### src/hw/rtl/bmp_pkg.sv
// shared types and constants for the binomial coefficient block
`default_nettype none

package bmp_pkg;

  localparam int unsigned TOTAL_W = 20;
  localparam int unsigned COEF_W  = 30;

  localparam logic [29:0] PRIME     = 30'd1000000007;
  // fermat exponent p-2
  localparam logic [29:0] PRIME_EXP = PRIME - 30'd2;
  localparam int unsigned EXP_BITS  = 30;
  localparam int unsigned EXP_CNT_W = $clog2(EXP_BITS + 1);

  // barrett constant floor(2^60 / p), fits in 31 bits
  localparam logic [63:0] BARRETT_MU64 = (64'd1 << 60) / 64'(PRIME);
  localparam logic [30:0] BARRETT_MU   = BARRETT_MU64[30:0];

  typedef struct packed {
    logic [TOTAL_W-1:0] total;
    logic [TOTAL_W-1:0] chosen;
  } bmp_in_t;

  typedef struct packed {
    logic [COEF_W-1:0] coefficient;
    logic              bad_choice;
  } bmp_out_t;

  typedef enum logic [2:0] {
    OP_FACT,
    OP_DEN,
    OP_ACC,
    OP_SQ,
    OP_FIN
  } mul_op_e;

  typedef struct packed {
    logic    load;
    logic    mul_start;
    logic    wr;
    logic    out_load;
    mul_op_e op;
  } bmp_cmd_t;

  typedef struct packed {
    logic mul_done;
    logic bad;
    logic i_le_n;
    logic exp_bit;
    logic exp_end;
  } bmp_status_t;

endpackage

`default_nettype wire

### src/hw/rtl/binomial_mod_prime.sv
// top level: C(n,k) mod 1000000007 via factorial products and fermat inverse
//
// in channel: in_valid_i / in_stall_o with in_data_i {total, chosen}; a transfer
// happens on a clock edge with valid high and stall low. only the low N_BITS bits
// of each field are used. out channel: out_valid_o / out_stall_i with
// out_data_o {coefficient, bad_choice}; one result per input item.
// one item is worked at a time: every step goes through one shared six-stage
// modular multiplier, one multiply at a time. the steps are n factorial
// multiplies, one for the denominator, 30 squarings plus one multiply for each
// of the 15 set exponent bits, one final multiply, then the output load and a
// return to idle, where the next item can be taken. k > n skips the multiplies
// and finishes with coefficient 0 and bad_choice set.
// the result sits in an output register; the next item is taken as soon as the
// result is loaded there, even while the receiver stalls. a finished result
// waits for the output register to free up before it is loaded.
// reset clears the sequencer and the output valid; no clearing pass is needed.
`default_nettype none

module binomial_mod_prime #(
  parameter int unsigned N_BITS = 20
) (
  input  wire logic              clk_i,
  input  wire logic              rst_ni,
  input  wire logic              in_valid_i,
  output logic                   in_stall_o,
  input  wire bmp_pkg::bmp_in_t  in_data_i,
  output logic                   out_valid_o,
  input  wire logic              out_stall_i,
  output bmp_pkg::bmp_out_t      out_data_o
);
  import bmp_pkg::*;

  bmp_cmd_t    cmd;
  bmp_status_t status;

  bmp_ctrl u_ctrl (
    .clk_i       (clk_i),
    .rst_ni      (rst_ni),
    .in_valid_i  (in_valid_i),
    .in_stall_o  (in_stall_o),
    .out_valid_o (out_valid_o),
    .out_stall_i (out_stall_i),
    .status_i    (status),
    .cmd_o       (cmd)
  );

  bmp_datapath #(
    .N_BITS (N_BITS)
  ) u_datapath (
    .clk_i      (clk_i),
    .rst_ni     (rst_ni),
    .in_data_i  (in_data_i),
    .cmd_i      (cmd),
    .status_o   (status),
    .out_data_o (out_data_o)
  );

endmodule

`default_nettype wire

### src/hw/rtl/bmp_mulmod.sv
// six-stage modular multiplier, barrett reduction by the fixed prime
`default_nettype none

module bmp_mulmod (
  input  wire logic        clk_i,
  input  wire logic        rst_ni,
  input  wire logic        start_i,
  input  wire logic [29:0] a_i,
  input  wire logic [29:0] b_i,
  output logic             done_o,
  output logic [29:0]      res_o
);
  import bmp_pkg::*;

  localparam logic [32:0] R_BOUND = 33'(3) * 33'(PRIME);

  logic [5:0]  v_q;
  logic [59:0] prod_q;
  logic [61:0] t_q;
  logic [31:0] xlo2_q, xlo3_q;
  logic [31:0] qp_q;
  logic [31:0] r_q;
  logic [31:0] r5_q;
  logic [29:0] res_q;
  logic [31:0] r5_d;
  logic [31:0] res_d;

  always_ff @(posedge clk_i or negedge rst_ni) begin
    if (!rst_ni) begin
      v_q <= '0;
    end else begin
      v_q <= {v_q[4:0], start_i};
    end
  end

  // remainder estimate is at most two primes above the true one
  assign r5_d  = (r_q >= 32'(PRIME)) ? r_q - 32'(PRIME) : r_q;
  assign res_d = (r5_q >= 32'(PRIME)) ? r5_q - 32'(PRIME) : r5_q;

  always_ff @(posedge clk_i) begin
    prod_q <= 60'(a_i) * 60'(b_i);
    t_q    <= 62'(prod_q[59:29]) * 62'(BARRETT_MU);
    xlo2_q <= prod_q[31:0];
    qp_q   <= 32'(t_q[61:31]) * 32'(PRIME);
    xlo3_q <= xlo2_q;
    r_q    <= xlo3_q - qp_q;
    r5_q   <= r5_d;
    res_q  <= res_d[29:0];
  end

  assign done_o = v_q[5];
  assign res_o  = res_q;

  a_res_reduced: assert property (@(posedge clk_i) disable iff (!rst_ni)
    v_q[5] |-> (res_q < PRIME))
    else $error("mulmod result not reduced");

  a_barrett_bound: assert property (@(posedge clk_i) disable iff (!rst_ni)
    v_q[3] |-> (33'(r_q) < R_BOUND))
    else $error("barrett estimate off by more than two");

  a_no_overlap: assert property (@(posedge clk_i) disable iff (!rst_ni)
    start_i |-> (v_q == 6'd0))
    else $error("mulmod started while busy");

endmodule

`default_nettype wire

### src/hw/rtl/bmp_datapath.sv
// datapath: operand registers, counters, shared multiplier and output register
`default_nettype none

module bmp_datapath #(
  parameter int unsigned N_BITS = 20
) (
  input  wire logic               clk_i,
  input  wire logic               rst_ni,
  input  wire bmp_pkg::bmp_in_t   in_data_i,
  input  wire bmp_pkg::bmp_cmd_t  cmd_i,
  output bmp_pkg::bmp_status_t    status_o,
  output bmp_pkg::bmp_out_t       out_data_o
);
  import bmp_pkg::*;

  localparam int unsigned IW = N_BITS + 1;

  logic [31:0]          tot_ext, cho_ext;
  logic [N_BITS-1:0]    n_q, k_q, nk_q;
  logic                 bad_q;
  logic [IW-1:0]        i_q;
  logic [29:0]          fact_q, fk_q, fnk_q, acc_q, sq_q, res_q;
  logic [EXP_CNT_W-1:0] bit_q;
  bmp_out_t             out_q;
  logic [29:0]          mul_a, mul_b, mul_res;
  logic                 mul_done;

  assign tot_ext = 32'(in_data_i.total);
  assign cho_ext = 32'(in_data_i.chosen);

  always_comb begin
    mul_a = fact_q;
    mul_b = 30'(i_q);
    case (cmd_i.op)
      OP_FACT: begin
        mul_a = fact_q;
        mul_b = 30'(i_q);
      end
      OP_DEN: begin
        mul_a = fk_q;
        mul_b = fnk_q;
      end
      OP_ACC: begin
        mul_a = acc_q;
        mul_b = sq_q;
      end
      OP_SQ: begin
        mul_a = sq_q;
        mul_b = sq_q;
      end
      OP_FIN: begin
        mul_a = fact_q;
        mul_b = acc_q;
      end
      default: begin
        mul_a = fact_q;
        mul_b = 30'(i_q);
      end
    endcase
  end

  bmp_mulmod u_mulmod (
    .clk_i   (clk_i),
    .rst_ni  (rst_ni),
    .start_i (cmd_i.mul_start),
    .a_i     (mul_a),
    .b_i     (mul_b),
    .done_o  (mul_done),
    .res_o   (mul_res)
  );

  always_ff @(posedge clk_i) begin
    if (cmd_i.load) begin
      n_q    <= tot_ext[N_BITS-1:0];
      k_q    <= cho_ext[N_BITS-1:0];
      nk_q   <= tot_ext[N_BITS-1:0] - cho_ext[N_BITS-1:0];
      bad_q  <= cho_ext[N_BITS-1:0] > tot_ext[N_BITS-1:0];
      i_q    <= IW'(1);
      fact_q <= 30'd1;
      fk_q   <= 30'd1;
      fnk_q  <= 30'd1;
      res_q  <= '0;
    end else if (cmd_i.wr) begin
      case (cmd_i.op)
        OP_FACT: begin
          fact_q <= mul_res;
          if (i_q == {1'b0, k_q}) begin
            fk_q <= mul_res;
          end
          if (i_q == {1'b0, nk_q}) begin
            fnk_q <= mul_res;
          end
          i_q <= i_q + IW'(1);
        end
        OP_DEN: begin
          sq_q  <= mul_res;
          acc_q <= 30'd1;
          bit_q <= '0;
        end
        OP_ACC: begin
          acc_q <= mul_res;
        end
        OP_SQ: begin
          sq_q  <= mul_res;
          bit_q <= bit_q + EXP_CNT_W'(1);
        end
        OP_FIN: begin
          res_q <= mul_res;
        end
        default: begin
          res_q <= res_q;
        end
      endcase
    end
    if (cmd_i.out_load) begin
      out_q.coefficient <= res_q;
      out_q.bad_choice  <= bad_q;
    end
  end

  assign status_o.mul_done = mul_done;
  assign status_o.bad      = bad_q;
  assign status_o.i_le_n   = i_q <= {1'b0, n_q};
  assign status_o.exp_end  = bit_q == EXP_CNT_W'(EXP_BITS);
  assign status_o.exp_bit  = (bit_q != EXP_CNT_W'(EXP_BITS)) && PRIME_EXP[bit_q];

  assign out_data_o = out_q;

endmodule

`default_nettype wire

### src/hw/rtl/bmp_ctrl.sv
// controller: sequences factorial loop, exponentiation and result transfer
`default_nettype none

module bmp_ctrl (
  input  wire logic                 clk_i,
  input  wire logic                 rst_ni,
  input  wire logic                 in_valid_i,
  output logic                      in_stall_o,
  output logic                      out_valid_o,
  input  wire logic                 out_stall_i,
  input  wire bmp_pkg::bmp_status_t status_i,
  output bmp_pkg::bmp_cmd_t         cmd_o
);
  import bmp_pkg::*;

  localparam logic [3:0] S_IDLE      = 4'd0;
  localparam logic [3:0] S_FACT_GO   = 4'd1;
  localparam logic [3:0] S_FACT_WAIT = 4'd2;
  localparam logic [3:0] S_DEN_WAIT  = 4'd3;
  localparam logic [3:0] S_POW_GO    = 4'd4;
  localparam logic [3:0] S_ACC_WAIT  = 4'd5;
  localparam logic [3:0] S_SQ_GO     = 4'd6;
  localparam logic [3:0] S_SQ_WAIT   = 4'd7;
  localparam logic [3:0] S_FIN_WAIT  = 4'd8;
  localparam logic [3:0] S_OUT       = 4'd9;

  logic [3:0] state_q, state_d;
  logic       out_valid_q, out_valid_d;
  logic       out_free;

  assign out_free = !out_valid_q || !out_stall_i;

  always_comb begin
    state_d       = state_q;
    cmd_o.load      = 1'b0;
    cmd_o.mul_start = 1'b0;
    cmd_o.wr        = 1'b0;
    cmd_o.out_load  = 1'b0;
    cmd_o.op        = OP_FACT;
    unique case (state_q)
      S_IDLE: begin
        if (in_valid_i) begin
          cmd_o.load = 1'b1;
          state_d    = S_FACT_GO;
        end
      end
      S_FACT_GO: begin
        if (status_i.bad) begin
          state_d = S_OUT;
        end else if (status_i.i_le_n) begin
          cmd_o.op        = OP_FACT;
          cmd_o.mul_start = 1'b1;
          state_d         = S_FACT_WAIT;
        end else begin
          cmd_o.op        = OP_DEN;
          cmd_o.mul_start = 1'b1;
          state_d         = S_DEN_WAIT;
        end
      end
      S_FACT_WAIT: begin
        cmd_o.op = OP_FACT;
        if (status_i.mul_done) begin
          cmd_o.wr = 1'b1;
          state_d  = S_FACT_GO;
        end
      end
      S_DEN_WAIT: begin
        cmd_o.op = OP_DEN;
        if (status_i.mul_done) begin
          cmd_o.wr = 1'b1;
          state_d  = S_POW_GO;
        end
      end
      S_POW_GO: begin
        cmd_o.mul_start = 1'b1;
        if (status_i.exp_end) begin
          cmd_o.op = OP_FIN;
          state_d  = S_FIN_WAIT;
        end else if (status_i.exp_bit) begin
          cmd_o.op = OP_ACC;
          state_d  = S_ACC_WAIT;
        end else begin
          cmd_o.op = OP_SQ;
          state_d  = S_SQ_WAIT;
        end
      end
      S_ACC_WAIT: begin
        cmd_o.op = OP_ACC;
        if (status_i.mul_done) begin
          cmd_o.wr = 1'b1;
          state_d  = S_SQ_GO;
        end
      end
      S_SQ_GO: begin
        cmd_o.op        = OP_SQ;
        cmd_o.mul_start = 1'b1;
        state_d         = S_SQ_WAIT;
      end
      S_SQ_WAIT: begin
        cmd_o.op = OP_SQ;
        if (status_i.mul_done) begin
          cmd_o.wr = 1'b1;
          state_d  = S_POW_GO;
        end
      end
      S_FIN_WAIT: begin
        cmd_o.op = OP_FIN;
        if (status_i.mul_done) begin
          cmd_o.wr = 1'b1;
          state_d  = S_OUT;
        end
      end
      S_OUT: begin
        // hold the result until the output register frees up
        if (out_free) begin
          cmd_o.out_load = 1'b1;
          state_d        = S_IDLE;
        end
      end
      default: begin
        state_d = S_IDLE;
      end
    endcase
  end

  always_comb begin
    out_valid_d = out_valid_q;
    if (cmd_o.out_load) begin
      out_valid_d = 1'b1;
    end else if (!out_stall_i) begin
      out_valid_d = 1'b0;
    end
  end

  always_ff @(posedge clk_i or negedge rst_ni) begin
    if (!rst_ni) begin
      state_q     <= S_IDLE;
      out_valid_q <= 1'b0;
    end else begin
      state_q     <= state_d;
      out_valid_q <= out_valid_d;
    end
  end

  assign in_stall_o  = state_q != S_IDLE;
  assign out_valid_o = out_valid_q;

  a_done_in_wait: assert property (@(posedge clk_i) disable iff (!rst_ni)
    status_i.mul_done |-> (state_q == S_FACT_WAIT || state_q == S_DEN_WAIT ||
                           state_q == S_ACC_WAIT || state_q == S_SQ_WAIT ||
                           state_q == S_FIN_WAIT))
    else $error("multiplier finished outside a wait state");

  a_out_no_overwrite: assert property (@(posedge clk_i) disable iff (!rst_ni)
    cmd_o.out_load |-> (!out_valid_q || !out_stall_i))
    else $error("output register overwritten before transfer");

  a_bad_skips_work: assert property (@(posedge clk_i) disable iff (!rst_ni)
    (state_q == S_FACT_GO && status_i.bad) |=> (state_q == S_OUT))
    else $error("bad choice did not go straight to output");

endmodule

`default_nettype wire
### config.mk
export PLATFORM = sky130hd
export DESIGN_NAME = binomial_mod_prime
export DESIGN_NICKNAME = d
export VERILOG_FILES = /design/src/hw/rtl/bmp_pkg.sv /design/src/hw/rtl/binomial_mod_prime.sv /design/src/hw/rtl/bmp_mulmod.sv /design/src/hw/rtl/bmp_datapath.sv /design/src/hw/rtl/bmp_ctrl.sv
export SDC_FILE = /design/constraint.sdc
export NUM_CORES = 2
export LEC_CHECK = 0
export BUFFER_PORTS_ARGS = -buffer_cell sky130_fd_sc_hd__buf_2
export CORE_MARGIN = 3
export CORE_UTILIZATION = 45
export CTS_BUF_LIST = sky130_fd_sc_hd__clkbuf_8
export DETAILED_ROUTE_END_ITERATION = 8
export GPL_ROUTABILITY_DRIVEN = 0
export GPL_TIMING_DRIVEN = 0
export PLACE_DENSITY = 0.61
export SLEW_MARGIN = 20
export SYNTH_ARGS = -nofsm -noshare
export SYNTH_HDL_FRONTEND = slang
export SYNTH_SLANG_ARGS = --single-unit
export TNS_END_PERCENT = 1
### constraint.sdc
create_clock -name clk_i -period 28.8 [get_ports clk_i]
set_input_delay 5.76 -clock clk_i [delete_from_list [all_inputs] [get_ports clk_i]]
set_output_delay 5.76 -clock clk_i [all_outputs]
set_load 0.02 [all_outputs]
==> summary.md <==
| Metric | Value |
|---|---|
| Status | `finished clean` |
| Syn Area/Cell | `9.82 um^2` |
| M1 wire length | `87.8 mm` |
| Top FF cell, synth | `dfxtp_1` |
| Hold Path Sink | `u_datapath.u_mulmod.xlo2_q[14]` |
| P&R area growth vs syn | `7.69%` |
| Port bufs | `76` |
| CTS resizes | `0` |
| IO Count | `77` |
| Post-CTS Hold Buffers | `0` |
| Metal3 WL | `23.4 mm` |
| Via count | `52,800` |
| Post-synth ARST share | `0.0186` |
| Max Fclk | `0.0771 GHz` |
| Clock transition at path regs | `0.06 ns` |
| Synth unique cells | `87` |
| Drt total wl | `222 mm` |
| Congestion Overflow GR | `0` |
| Worst reg2reg path endpoint | `u_datapath.u_mulmod.prod_q[49]` |
| H-Tree Depth | `3` |
| Total core area | `157,000 um^2` |
| Syn Inst Count | `7,309` |
| Worst-path maximum fanout | `10` |
| Clk sink count | `591` |
| Post-synth top area cell | `fa_1` |
| Largest cells by area after synthesis | `fa_1 34%, ha_1 15%, dfxtp_1 12%, inv_1 8.1%, edfxtp_1 6.6%` |
| Crit path max-delay cell type | `clkbuf_1` |
| CTS Buf Count | `99` |
| FF-to-FF Start | `u_datapath.i_q[0]` |
| Largest net degree at the start of global routing | `55` |
| Total global routing track utilization | `0.276` |
| Syn. warnings | `0` |
| Post-layout net count | `9,612` |
| Synth Register Bits | `591` |
| Data arrival time of the critical path | `13.68 ns` |
| Max clock buf depth | `3` |
| Routed wl met2 | `98.1 mm` |
| Startpoint types | `flop` |
| Seq/Total Area, Yosys | `0.188` |
| # Post-CTS Setup Buffers | `0` |
| Final ANT Viol Nets | `0` |
| Synth top cells by count | `1,552 x inv_1, 1,225 x fa_1, 839 x ha_1` |
| Critical Path RT | `29.51 ns` |
| Cells on Worst Hold Path | `0` |
| RSZ-0062 raised after global routing | `false` |
| Worst Setup Path Type | `reg2reg` |
| Most used cell, CP | `fa_1` |
| WL/cell | `23.0 um` |
| Final cell count without fillers | `9,655` |
| Die width | `405 um` |
| Number of global-route vias before repair | `55,600` |
| HPWL after DPL | `181 mm` |
| Post-synth EDFFs | `157` |
| Most frequent cell after synthesis | `inv_1` |
| Period utilization | `0.450` |
| Final core occ | `0.491` |
| Worst Min Path Start | `u_datapath.u_mulmod.prod_q[14]` |
| Final Hold Vio Count | `0` |
| Setup TNS Final | `0 ns` |
| XOR/XNOR Fraction of Synth Area | `0.0360` |
| Dpl cells | `9,460` |
| Root buf cell | `clkbuf_8` |
| Initial Util | `0.456` |
| Worst reg2reg path depth | `39` |
| Critical path capture point type | `flop` |
| Multiplexer area fraction after synthesis | `0.0269` |
| Mapped cell area | `71,700 um^2` |
| CTS tree | `built` |
| Largest family of logic cells by synthesized area | `adder cells` |
| Hold WC Path Type | `reg2reg` |
| Share of post-route cells with drive strength above 1 | `0.0594` |
| Setup-failing EPs final | `0` |
| Die area | `164,000 um^2` |
| DRC viols | `0` |
| Flop2flop setup slack | `15.83 ns` |
| Synth Net Count | `9,417` |
| DRT Pass-1 Iters | `7` |
| Iter 0 DRT Violations | `4,733` |
| Share of the synthesized area in the top cell type | `0.342` |
| Die H | `405 um` |
| CP max stage delay | `0.92 ns` |
| Clock Skew | `0.101 ns` |
| Max_cap viols | `0` |
| Fin crit period | `12.97 ns` |
| Fillcell total | `14,600` |
| Worst rel slew slack | `0.139` |
| First-pass GRT wire length | `338 mm` |
| Top Layer Used | `met5` |
| Clock Latency Late Sink | `0.87 ns` |
| Max-slew violations | `0` |
| Final setup margin | `15.83 ns` |
| Post-synthesis adder-cell area fraction | `0.488` |
| Post-Synth Simple-Gate Area | `0.100` |
| Worst-Margin Slew | `1.27 ns` |
| Antenna violations before repair | `7` |
| DP Worst Slack | `16.06 ns` |
| Synth Area in Compound Gates | `0.0639` |
| DR vias/cell | `5.47` |
| Row cnt | `145` |
==> cells by family after synthesis <==
kind of cell,count (synthesis)
xor+xnor,295
compound gates,681
buf+inv,1792
mux,182
simple gates,1704
flops,591
fa+ha+maj,2064
==> registers in the layout (all words and copies together) (netlist names), 31 cells and up, named ones only <==
| name | cells |
|---|---|
| u_datapath.u_mulmod.xlo2_q | 32 |
| u_datapath.u_mulmod.qp_q | 32 |
| u_datapath.out_data_o | 31 |
| u_datapath.u_mulmod.prod_q | 60 |
| u_datapath.u_mulmod.t_q | 31 |
| u_datapath.u_mulmod.r_q | 32 |
| u_datapath.u_mulmod.xlo3_q | 32 |
| u_datapath.u_mulmod.r5_q | 32 |
==> metal layers <==
| metal | vias up | track usage |
|---|---|---|
| met5 | - | 0 |
| met3 | 560 | 0.0793 |
| met2 | 2466 | 0.430 |
| li1 | 23300 | - |
| met4 | 2 | 0.129 |
| met1 | 26500 | 0.355 |
==> area by class of cell <==
class | instances | area [um^2] | share of cell area
antenna | 10 | 25.0 | 0.000324
multi-input combinational | 4926 | 51400 | 0.666
clock inverter | 63 | 507 | 0.00656
clock buffer | 121 | 1670 | 0.0216
tap | 2058 | 2570 | 0.0333
sequential | 591 | 13500 | 0.174
buffer | 240 | 1140 | 0.0148
timing repair buffer | 94 | 623 | 0.00806
inverter | 1552 | 5830 | 0.0754
==> worst max-delay path, delay by kind of cell (launching register included) <==
kind | cells | cell delay, ns
adder cells (fa/ha/maj) | 10 | 4.70
flip-flops | 1 | 0.33
buffers and inverters | 11 | 2.28
AND/OR/NAND/NOR | 7 | 1.96
AO/OA/AOI/OAI | 9 | 2.79
multiplexers | 1 | 0.57
XOR/XNOR | 1 | 0.16
==> how the worst max path moves through the flow <==
stage	start	endpoint	slack, ns	cells after the start
6_report	u_datapath.i_q[0]	u_datapath.u_mulmod.prod_q[49]	15.83	39
4_1_cts	u_datapath.i_q[0]	u_datapath.u_mulmod.prod_q[59]	15.97	39
3_3_place_gp	u_datapath.i_q[0]	u_datapath.u_mulmod.prod_q[59]	15.83	37
5_1_grt	u_datapath.i_q[0]	u_datapath.u_mulmod.prod_q[59]	15.34	39
3_5_place_dp	u_datapath.i_q[0]	u_datapath.u_mulmod.prod_q[59]	16.06	39
2_1_floorplan	u_datapath.i_q[0]	u_datapath.u_mulmod.prod_q[49]	18.89	40
==> layout by cell type (no fill, tap or decap), drive strengths merged, types with 55 or more instances in the layout <==
cell type / count
clkbuf: 239
and3: 56
nor2: 725
a21oi: 226
mux2i: 150
a21o: 77
inv: 1587
nand2: 644
o21ai: 116
xnor2: 207
edfxtp: 157
fa: 1225
buf: 215
ha: 839
dfxtp: 423
nor3: 55
xor2: 88
==> per-stage QoR <==
step | hold WS, ns | area, um^2
floorplan | 0.310 | 71700
global placement | 0.313 | 74700
detailed placement | 0.312 | 75000
CTS | 0.316 | 77200
finish | 0.318 | 77300
global route | 0.319 | 77200
Power is left out: the tool's default activity adds up to more than one toggle a clock period on the data nets, which glitch-free logic cannot reach.
